**src/rtl/mpva_pkg.sv**
```systemverilog
`default_nettype none

package mpva_pkg;

    // default pool sizes
    localparam int POOL1_VOICES_DEF = 6;
    localparam int POOL2_VOICES_DEF = 6;
    localparam int POOL3_VOICES_DEF = 9;

    // reserved mask register widths
    localparam int MASK1_W = 6;
    localparam int MASK2_W = 6;
    localparam int MASK3_W = 9;

    localparam int NUM_CNT = 5;
    localparam int CNT_W   = 8;
    localparam int NOTE_W  = 7;
    localparam int VIDX_W  = 4;

    // result action codes
    localparam logic [1:0] ACT_NONE = 2'd0;
    localparam logic [1:0] ACT_ON   = 2'd1;
    localparam logic [1:0] ACT_OFF  = 2'd2;

    // destination codes
    localparam logic [2:0] DEST_MIDI_MAIN = 3'd0;
    localparam logic [2:0] DEST_MIDI_ALT  = 3'd1;
    localparam logic [2:0] DEST_POOL1     = 3'd2;
    localparam logic [2:0] DEST_POOL2     = 3'd3;
    localparam logic [2:0] DEST_POOL3     = 3'd4;

    // target select codes
    localparam logic [2:0] TGT_MIDI     = 3'd0;
    localparam logic [2:0] TGT_POOL1    = 3'd1;
    localparam logic [2:0] TGT_POOL2    = 3'd2;
    localparam logic [2:0] TGT_POOL3    = 3'd3;
    localparam logic [2:0] TGT_MIDI_ALT = 3'd4;

    // configuration register indexes
    localparam logic [1:0] REG_MASK1 = 2'd0;
    localparam logic [1:0] REG_MASK2 = 2'd1;
    localparam logic [1:0] REG_MASK3 = 2'd2;

    // counter slots
    localparam int CNT_MAIN  = 0;
    localparam int CNT_ALT   = 1;
    localparam int CNT_POOL1 = 2;

    typedef struct packed {
        logic              go;
        logic              is_on;
        logic              use_beat;
        logic [VIDX_W-1:0] beat_voice;
        logic [NOTE_W-1:0] note;
    } pool_cmd_t;

    typedef struct packed {
        logic              hit;
        logic [VIDX_W-1:0] voice;
    } pool_res_t;

    typedef struct packed {
        logic               go;
        logic               up;
        logic [NUM_CNT-1:0] sel;
    } cnt_cmd_t;

    typedef logic [NUM_CNT-1:0][CNT_W-1:0] cnt_vec_t;

endpackage

`default_nettype wire

```
**src/rtl/mpva_pool.sv**
```systemverilog
`default_nettype none

module mpva_pool #(
    parameter int VOICES = mpva_pkg::POOL1_VOICES_DEF,
    parameter int MASK_W = mpva_pkg::MASK1_W
) (
    input  wire logic                clk,
    input  wire logic                rst_n,
    input  wire mpva_pkg::pool_cmd_t cmd,
    input  wire logic [MASK_W-1:0]   reserved,
    output mpva_pkg::pool_res_t      res
);

    logic [mpva_pkg::NOTE_W-1:0] notes_reg [VOICES];
    logic [VOICES-1:0]           rsv;
    logic                        free_hit;
    logic [mpva_pkg::VIDX_W-1:0] free_idx;
    logic                        note_hit;
    logic [mpva_pkg::VIDX_W-1:0] note_idx;
    logic                        beat_ok;

    // voices past the mask width are never reserved
    for (genvar g = 0; g < VOICES; g++) begin : g_rsv
        if (g < MASK_W) begin : g_in
            assign rsv[g] = reserved[g];
        end else begin : g_out
            assign rsv[g] = 1'b0;
        end
    end

    // lowest-index priority search, free voice and matching note
    always_comb
    begin
        free_hit = 1'b0;
        free_idx = '0;
        note_hit = 1'b0;
        note_idx = '0;
        for (int i = VOICES - 1; i >= 0; i--)
        begin
            if (!rsv[i] && notes_reg[i] == '0)
            begin
                free_hit = 1'b1;
                free_idx = mpva_pkg::VIDX_W'(i);
            end
            if (notes_reg[i] == cmd.note)
            begin
                note_hit = 1'b1;
                note_idx = mpva_pkg::VIDX_W'(i);
            end
        end
    end

    assign beat_ok = {1'b0, cmd.beat_voice} < (mpva_pkg::VIDX_W + 1)'(VOICES);

    always_comb
    begin
        if (cmd.use_beat)
        begin
            res.hit   = beat_ok;
            res.voice = cmd.beat_voice;
        end
        else if (cmd.is_on)
        begin
            res.hit   = free_hit;
            res.voice = free_idx;
        end
        else
        begin
            res.hit   = note_hit;
            res.voice = note_idx;
        end
    end

    always_ff @(posedge clk or negedge rst_n)
    begin
        if (!rst_n)
        begin
            for (int i = 0; i < VOICES; i++)
            begin
                notes_reg[i] <= '0;
            end
        end
        else
        begin
            for (int i = 0; i < VOICES; i++)
            begin
                if (cmd.go && res.hit && res.voice == mpva_pkg::VIDX_W'(i))
                begin
                    notes_reg[i] <= cmd.is_on ? cmd.note : '0;
                end
            end
        end
    end

endmodule

`default_nettype wire

```
**src/rtl/mpva_counters.sv**
```systemverilog
`default_nettype none

module mpva_counters (
    input  wire logic               clk,
    input  wire logic               rst_n,
    input  wire mpva_pkg::cnt_cmd_t cmd,
    output mpva_pkg::cnt_vec_t      cnt_next
);

    mpva_pkg::cnt_vec_t cnt_reg;

    // increment wraps, decrement holds at zero
    always_comb
    begin
        for (int k = 0; k < mpva_pkg::NUM_CNT; k++)
        begin
            cnt_next[k] = cnt_reg[k];
            if (cmd.sel[k])
            begin
                if (cmd.up)
                begin
                    cnt_next[k] = cnt_reg[k] + 1'b1;
                end
                else if (cnt_reg[k] != '0)
                begin
                    cnt_next[k] = cnt_reg[k] - 1'b1;
                end
            end
        end
    end

    always_ff @(posedge clk or negedge rst_n)
    begin
        if (!rst_n)
        begin
            cnt_reg <= '0;
        end
        else if (cmd.go)
        begin
            cnt_reg <= cnt_next;
        end
    end

endmodule

`default_nettype wire

```
**src/rtl/multi_pool_voice_allocator.sv**
```systemverilog
`default_nettype none

// channel  dir  handshake              beat
// in       in   in_valid / in_ready    one note event
// out      out  out_valid / out_ready  one result with all five activity counters
// cfg      in   cfg_valid / cfg_ready  one reserved-mask write (cfg_index, cfg_data)
//
// one event per cycle sustained while out_ready stays high; an event passes the input
// register and then the result register; the whole voice search and state update
// is one combinational pass from the input register into the result register
// reset clears voice notes, counters, masks and both valid flags at once
// a stalled out beat holds the input register; in_ready drops only when both are full
// cfg_ready is always high

module multi_pool_voice_allocator #(
    parameter int POOL1_VOICES = mpva_pkg::POOL1_VOICES_DEF,
    parameter int POOL2_VOICES = mpva_pkg::POOL2_VOICES_DEF,
    parameter int POOL3_VOICES = mpva_pkg::POOL3_VOICES_DEF
) (
    input  wire logic       clk,
    input  wire logic       rst_n,

    // event input
    input  wire logic       in_valid,
    output logic            in_ready,
    input  wire logic       is_on,
    input  wire logic [3:0] chan_or_beat_voice,
    input  wire logic [6:0] note_num,
    input  wire logic [6:0] velocity,
    input  wire logic       want_alt,
    input  wire logic [2:0] target_sel,
    input  wire logic       beat_mode,

    // result output
    output logic            out_valid,
    input  wire logic       out_ready,
    output logic [1:0]      action,
    output logic [2:0]      dest,
    output logic [3:0]      voice_index,
    output logic [3:0]      out_channel,
    output logic [6:0]      out_note,
    output logic [6:0]      out_velocity,
    output logic [7:0]      act_midi_main,
    output logic [7:0]      act_midi_alt,
    output logic [7:0]      act_pool1,
    output logic [7:0]      act_pool2,
    output logic [7:0]      act_pool3,

    // configuration writes
    input  wire logic       cfg_valid,
    output logic            cfg_ready,
    input  wire logic [1:0] cfg_index,
    input  wire logic [8:0] cfg_data
);

    // input register
    logic       s1_valid_reg;
    logic       s1_is_on_reg;
    logic [3:0] s1_chan_reg;
    logic [6:0] s1_note_reg;
    logic [6:0] s1_vel_reg;
    logic       s1_alt_reg;
    logic [2:0] s1_tgt_reg;
    logic       s1_beat_reg;

    // reserved masks
    logic [mpva_pkg::MASK1_W-1:0] mask1_reg;
    logic [mpva_pkg::MASK2_W-1:0] mask2_reg;
    logic [mpva_pkg::MASK3_W-1:0] mask3_reg;

    // result register
    logic               out_valid_reg;
    logic               out_valid_next;
    logic [1:0]         action_reg;
    logic [2:0]         dest_reg;
    logic [3:0]         voice_reg;
    logic [3:0]         chan_reg;
    logic [6:0]         note_reg;
    logic [6:0]         vel_reg;
    mpva_pkg::cnt_vec_t cnt_reg;

    logic               advance;
    logic               ignore_evt;
    logic               tgt_midi;
    logic               tgt_p1;
    logic               tgt_p2;
    logic               tgt_p3;
    mpva_pkg::pool_cmd_t cmd1;
    mpva_pkg::pool_cmd_t cmd2;
    mpva_pkg::pool_cmd_t cmd3;
    mpva_pkg::pool_res_t res1;
    mpva_pkg::pool_res_t res2;
    mpva_pkg::pool_res_t res3;
    mpva_pkg::cnt_cmd_t  ccmd;
    mpva_pkg::cnt_vec_t  cnt_next;

    logic [1:0] action_next;
    logic [2:0] dest_next;
    logic [3:0] voice_next;
    logic [3:0] chan_next;

    // the event moves on when the result register is free or being drained
    assign advance        = s1_valid_reg && (!out_valid_reg || out_ready);
    assign in_ready       = !s1_valid_reg || advance;
    assign cfg_ready      = 1'b1;
    assign out_valid_next = advance ? 1'b1 : (out_ready ? 1'b0 : out_valid_reg);

    // note-on with note zero changes no voice or counter and gives an empty result
    assign ignore_evt = s1_is_on_reg && s1_note_reg == '0;
    assign tgt_midi   = s1_tgt_reg == mpva_pkg::TGT_MIDI || s1_tgt_reg == mpva_pkg::TGT_MIDI_ALT;
    assign tgt_p1     = s1_tgt_reg == mpva_pkg::TGT_POOL1;
    assign tgt_p2     = s1_tgt_reg == mpva_pkg::TGT_POOL2;
    assign tgt_p3     = s1_tgt_reg == mpva_pkg::TGT_POOL3;

    // pool commands; beat-mode note-off only applies to pool one
    always_comb
    begin
        cmd1.go         = advance && tgt_p1 && !ignore_evt;
        cmd1.is_on      = s1_is_on_reg;
        cmd1.use_beat   = s1_beat_reg;
        cmd1.beat_voice = s1_chan_reg;
        cmd1.note       = s1_note_reg;

        cmd2.go         = advance && tgt_p2 && !ignore_evt;
        cmd2.is_on      = s1_is_on_reg;
        cmd2.use_beat   = s1_beat_reg && s1_is_on_reg;
        cmd2.beat_voice = s1_chan_reg;
        cmd2.note       = s1_note_reg;

        cmd3.go         = advance && tgt_p3 && !ignore_evt;
        cmd3.is_on      = s1_is_on_reg;
        cmd3.use_beat   = s1_beat_reg && s1_is_on_reg;
        cmd3.beat_voice = s1_chan_reg;
        cmd3.note       = s1_note_reg;
    end

    mpva_pool #(
        .VOICES (POOL1_VOICES),
        .MASK_W (mpva_pkg::MASK1_W)
    ) u_pool1 (
        .clk      (clk),
        .rst_n    (rst_n),
        .cmd      (cmd1),
        .reserved (mask1_reg),
        .res      (res1)
    );

    mpva_pool #(
        .VOICES (POOL2_VOICES),
        .MASK_W (mpva_pkg::MASK2_W)
    ) u_pool2 (
        .clk      (clk),
        .rst_n    (rst_n),
        .cmd      (cmd2),
        .reserved (mask2_reg),
        .res      (res2)
    );

    mpva_pool #(
        .VOICES (POOL3_VOICES),
        .MASK_W (mpva_pkg::MASK3_W)
    ) u_pool3 (
        .clk      (clk),
        .rst_n    (rst_n),
        .cmd      (cmd3),
        .reserved (mask3_reg),
        .res      (res3)
    );

    // counter selection: midi counter follows want_alt even when alt port is forced
    always_comb
    begin
        ccmd.go  = advance;
        ccmd.up  = s1_is_on_reg;
        ccmd.sel = '0;
        if (!ignore_evt)
        begin
            if (tgt_midi)
            begin
                ccmd.sel[s1_alt_reg ? mpva_pkg::CNT_ALT : mpva_pkg::CNT_MAIN] = 1'b1;
            end
            if (tgt_p1)
            begin
                ccmd.sel[mpva_pkg::CNT_POOL1] = 1'b1;
            end
            if (tgt_p2)
            begin
                ccmd.sel[mpva_pkg::CNT_POOL1 + 1] = 1'b1;
            end
            if (tgt_p3)
            begin
                ccmd.sel[mpva_pkg::CNT_POOL1 + 2] = 1'b1;
            end
        end
    end

    mpva_counters u_cnt (
        .clk      (clk),
        .rst_n    (rst_n),
        .cmd      (ccmd),
        .cnt_next (cnt_next)
    );

    // result fields
    always_comb
    begin
        action_next = mpva_pkg::ACT_NONE;
        dest_next   = mpva_pkg::DEST_MIDI_MAIN;
        voice_next  = '0;
        chan_next   = '0;
        if (!ignore_evt)
        begin
            if (tgt_midi)
            begin
                action_next = s1_is_on_reg ? mpva_pkg::ACT_ON : mpva_pkg::ACT_OFF;
                dest_next   = (s1_alt_reg || s1_tgt_reg == mpva_pkg::TGT_MIDI_ALT)
                              ? mpva_pkg::DEST_MIDI_ALT : mpva_pkg::DEST_MIDI_MAIN;
                voice_next  = s1_chan_reg;
                chan_next   = s1_chan_reg;
            end
            else if ((tgt_p1 && res1.hit) || (tgt_p2 && res2.hit) || (tgt_p3 && res3.hit))
            begin
                action_next = s1_is_on_reg ? mpva_pkg::ACT_ON : mpva_pkg::ACT_OFF;
                if (tgt_p1)
                begin
                    dest_next  = mpva_pkg::DEST_POOL1;
                    voice_next = res1.voice;
                end
                else if (tgt_p2)
                begin
                    dest_next  = mpva_pkg::DEST_POOL2;
                    voice_next = res2.voice;
                end
                else
                begin
                    dest_next  = mpva_pkg::DEST_POOL3;
                    voice_next = res3.voice;
                end
            end
        end
    end

    // control registers
    always_ff @(posedge clk or negedge rst_n)
    begin
        if (!rst_n)
        begin
            s1_valid_reg  <= 1'b0;
            out_valid_reg <= 1'b0;
            mask1_reg     <= '0;
            mask2_reg     <= '0;
            mask3_reg     <= '0;
        end
        else
        begin
            if (in_ready)
            begin
                s1_valid_reg <= in_valid;
            end
            out_valid_reg <= out_valid_next;
            if (cfg_valid && cfg_ready)
            begin
                case (cfg_index)
                    mpva_pkg::REG_MASK1: mask1_reg <= cfg_data[mpva_pkg::MASK1_W-1:0];
                    mpva_pkg::REG_MASK2: mask2_reg <= cfg_data[mpva_pkg::MASK2_W-1:0];
                    mpva_pkg::REG_MASK3: mask3_reg <= cfg_data[mpva_pkg::MASK3_W-1:0];
                    default: ;
                endcase
            end
        end
    end

    // payload registers, no reset
    always_ff @(posedge clk)
    begin
        if (in_valid && in_ready)
        begin
            s1_is_on_reg <= is_on;
            s1_chan_reg  <= chan_or_beat_voice;
            s1_note_reg  <= note_num;
            s1_vel_reg   <= velocity;
            s1_alt_reg   <= want_alt;
            s1_tgt_reg   <= target_sel;
            s1_beat_reg  <= beat_mode;
        end
        if (advance)
        begin
            action_reg <= action_next;
            dest_reg   <= dest_next;
            voice_reg  <= voice_next;
            chan_reg   <= chan_next;
            note_reg   <= (action_next == mpva_pkg::ACT_NONE) ? '0 : s1_note_reg;
            vel_reg    <= (action_next == mpva_pkg::ACT_NONE) ? '0 : s1_vel_reg;
            cnt_reg    <= cnt_next;
        end
    end

    assign out_valid     = out_valid_reg;
    assign action        = action_reg;
    assign dest          = dest_reg;
    assign voice_index   = voice_reg;
    assign out_channel   = chan_reg;
    assign out_note      = note_reg;
    assign out_velocity  = vel_reg;
    assign act_midi_main = cnt_reg[mpva_pkg::CNT_MAIN];
    assign act_midi_alt  = cnt_reg[mpva_pkg::CNT_ALT];
    assign act_pool1     = cnt_reg[mpva_pkg::CNT_POOL1];
    assign act_pool2     = cnt_reg[mpva_pkg::CNT_POOL1 + 1];
    assign act_pool3     = cnt_reg[mpva_pkg::CNT_POOL1 + 2];

endmodule

`default_nettype wire

```
**config.mk**
```make
export PLATFORM = sky130hd
export DESIGN_NAME = multi_pool_voice_allocator
export DESIGN_NICKNAME = d
export VERILOG_FILES = /design/src/rtl/mpva_pkg.sv /design/src/rtl/mpva_pool.sv /design/src/rtl/mpva_counters.sv /design/src/rtl/multi_pool_voice_allocator.sv
export SDC_FILE = /design/constraint.sdc
export NUM_CORES = 1
export LEC_CHECK = 0
export ABC_AREA = 1
export BUFFER_PORTS_ARGS = -buffer_cell sky130_fd_sc_hd__buf_2
export CORE_MARGIN = 2
export CORE_UTILIZATION = 60
export CTS_BUF_LIST = sky130_fd_sc_hd__clkbuf_8
export CTS_CLUSTER_DIAMETER = 80
export DETAILED_ROUTE_END_ITERATION = 7
export PLACE_DENSITY = 0.87
export SLEW_MARGIN = 10
export SYNTH_ARGS = -nofsm -noshare
export SYNTH_HDL_FRONTEND = slang
export SYNTH_SLANG_ARGS = --single-unit
```
**constraint.sdc**
```tcl
create_clock -name clk -period 5 [get_ports clk]
set_clock_uncertainty 0.05 [all_clocks]
set_input_delay 0.25 -clock clk [delete_from_list [all_inputs] [get_ports clk]]
set_output_delay 0.25 -clock clk [all_outputs]
set_load 0.005 [all_outputs]
```
==> out/results.tsv <==
stage	metric	value	unit
status	outcome	finished clean	
timing	Rel. slew slack	17.9	%
clocking	worst skew pair latency	0.61	ns
hold_path	Worst Hold Class	primary input to flop	
layout	antenna diode count	0	
route	routed via count	15100	
route	routed wire length	45900	um
synthesis	Mapped Cells	2097	
route	residual DRC count	0	
route	vias per inst	5.71	
layout	Area Growth Syn to Fin	12.1	%
timing	final hold viol count	0	
clocking	clk slew on worst S/H paths	0.08	ns
global_routing	largest net degree at the start of global routing	111	
setup_path	worst r2r path cells	18	
global_routing	vias in the first global route	14300	
clocking	clock buffer depth	3	
floorplan	Rows	61	
timing	worst-margin pin slew	1.23	ns
place	hpwl dp	30100	um
timing	setup violators final	0	
setup_path	CP required	5.42	ns
global_routing	GRT Util Overall	31.4	%
global_routing	antenna violations before repair	0	
setup_path	CP endpoint kind	flop	
place	RePlAce Congestion	0.976	
power_and_ir_drop	total power	7.95	mW
setup_path	CP Max Fanout	32	
route	Initial DRT Pass Iterations	7	
global_routing	Congestion Overflow GR	0	
floorplan	DIE AREA	29100	um2
synthesis	synth warn	0	
power_and_ir_drop	Worst VDD drop	0.294	mV
layout	share of cells above drive strength 1	10.7	%
setup_path	CP max stage cell	edfxtp_1	
synthesis	post-synthesis cell area	16700	um2
clocking	CTS Sinks	301	
clocking	CTS Root Cell	clkbuf_8	
flow_run	max cap viols	0	
layout	nets	2280	
synthesis	ys flop type	dfrtp_1	
timing	Max Clock Freq	250	MHz
route	starting DRC count in detailed routing	1833	
layout	Non-Filler Instances	2640	
timing	RSZ-0062 raised after global routing	false	
clocking	htree depth	2	
power_and_ir_drop	PwrDens	426	nW/um2
layout	max reg flops	63	
timing	max-slew violations	0	
timing	Tmin final	4.00	ns
clocking	post_cts resized	0	
floorplan	Initial Utilization	60.5	%
setup_path	Worst EP arrival	4.41	ns
synthesis	Avg Synthesized Cell Area	7.95	um2
floorplan	Die H	171	um
clocking	cts bufs inserted	50	
place	Placed Instances	2514	
route	Avg WL per Cell	17.4	um
synthesis	Post-synth EDFFs	91	
floorplan	IO Pins	110	
global_routing	wire length of the first global-routing pass	72300	um
setup_path	CP Buf/Inv Count	2	
synthesis	sequential element share of the synthesized area	47.9	%
setup_path	Worst path depth	18	
clocking	CTS tree	done	
setup_path	CP delay by family, top	simple AND/OR/NAND/NOR gates	
setup_path	Critical Path Most Common Cell	nand2_1	
power_and_ir_drop	Lkg Pwr	8.90	nW
setup_path	crit-path max cell delay	1.17	ns
setup_path	crit-path cells	inv_2 -> nand2_1 -> nand2_1 -> nor2_1 -> nand2_1 -> nor2_2 -> nor2_1 -> nand2_1 -> nor2_1 -> nand2_1 -> nand2_1 -> nand2_1 -> nand3_2 -> nor3_4 -> buf_4 -> nand2_1 -> nand2_1 -> nand2_1	
layout	Fillers	2091	
place	I/O Buffers	108	
timing	period utilisation layout	79.9	%
place	Place WS	1.36	ns
synthesis	register bit count reported by yosys	301	
timing	setup TNS	0	ns
setup_path	CP startpoint kind	flop	
synthesis	Async S/R FF share, synth	69.8	%
setup_path	WS Path Type	flop to flop	
synthesis	synth unique cells	53	
synthesis	Mapped Nets	2152	
floorplan	Chip Width	171	um
floorplan	core area	27600	um2
timing	Setup WS post-layout	1.00	ns
route	ANT nets after route	0	
hold_path	Hold Crit Depth	3	
[synth_stat cells, drive strengths merged, types with 15 or more instances]
cell,instances,area (um2)
a21oi,68,355
ha,15,188
xor2,76,666
dfrtp,210,5260
nand4,38,238
nor3,20,128
xnor2,46,403
nand2,630,2410
nand3,130,661
edfxtp,91,2730
inv,194,728
buf,57,428
nor2,238,928
o21ai,186,938
clkbuf,27,101
[layout make-up]
cell class / count / area [um2] / share of cell area (%)
inverters: 198 / 746 / 3.99
clock buffers: 60 / 826 / 4.42
flip-flops and latches: 301 / 7990 / 42.8
well taps: 378 / 473 / 2.53
clock inverters: 29 / 211 / 1.13
multi-input cells: 1514 / 7410 / 39.7
repair buffers: 160 / 1030 / 5.52
[worst paths after layout]
path / slack, ns / from / endpoint
min reg2reg: 0.46 / mask1_reg[1]$_DFFE_PN0P_ / mask1_reg[1]$_DFFE_PN0P_
min in group asynchronous: 0.31 / rst_n / u_cnt.cnt_reg[22]$_DFFE_PN0P_
max: 1.00 / s1_note_reg[1]$_DFFE_PP_ / u_pool3.notes_reg[28]$_DFFE_PN0P_
max reg2reg: 1.00 / s1_note_reg[1]$_DFFE_PP_ / u_pool3.notes_reg[28]$_DFFE_PN0P_
max in group asynchronous: 3.31 / rst_n / mask2_reg[0]$_DFFE_PN0P_
min: 0.17 / cfg_valid / mask2_reg[4]$_DFFE_PN0P_
[cells in the final DEF (no fill, tap or decap), drive strengths merged, types with 14 or more instances in the layout]
| cell type | Yosys | final |
|---|---|---|
| nand2 | 630 | 630 |
| nor2 | 238 | 238 |
| inv | 194 | 211 |
| dfrtp | 210 | 210 |
| o21ai | 186 | 186 |
| nand3 | 130 | 130 |
| buf | 57 | 122 |
| edfxtp | 91 | 91 |
| xor2 | 76 | 76 |
| a21oi | 68 | 68 |
| clkbuf | 27 | 61 |
| xnor2 | 46 | 46 |
| nand4 | 38 | 38 |
| dlygate4sd3 | 0 | 37 |
| nor3 | 20 | 20 |
| ha | 15 | 15 |
| a22oi | 14 | 14 |
[layer usage]
metal / up-vias / track usage [%] / wire length, um
li1: 7035 / - / -
met1: 6964 / 40.5 / 18000
met2: 859 / 51.4 / 21300
met3: 204 / 5.37 / 4250
met4: 0 / 15.8 / 2350
met5: - / 0 / 0
[worst register-to-register path, stage by stage, from the launching register on]
cell	delay [ns]
edfxtp_1	1.17
inv_2	0.41
nand2_1	0.19
nand2_1	0.07
nor2_1	0.12
nand2_1	0.08
nor2_2	0.14
nor2_1	0.06
nand2_1	0.10
nor2_1	0.05
nand2_1	0.06
nand2_1	0.06
nand2_1	0.11
nand3_2	0.16
nor3_4	0.17
buf_4	0.36
nand2_1	0.28
nand2_1	0.16
nand2_1	0.07
[power breakdown]
group	switching [mW]	leakage, nW	internal (mW)
Sequential	0.403	3.70	3.03
Clock	1.03	0.599	1.25
Combinational	1.43	4.60	0.814
[per-stage QoR]
stage | hold slack (ns) | util, % | cell area [um2]
final | 0.167 | 67.8 | 18700
after global routing | 0.230 | 67.8 | 18700
after CTS | 0.140 | 67.8 | 18700
after detailed placement | 0.379 | 62.7 | 17300
after global placement | 0.378 | 62.7 | 17300
after floorplan | -0.0956 | - | 16700
[repair_timing]
action	in CTS	in global routing
setup buffers	0	0
hold buffers	37	0
endpoints found under the hold margin	155	0
[cells by family after synthesis]
group / share of synthesized area, %
compound gates: 9.79
xor+xnor: 6.41
fa+ha+maj: 1.13
buf+inv: 7.63
flops: 47.9
mux: 0.203
other cells: 0.0225
simple gates: 26.9
Note: power is estimated with default switching activity, not from simulation.
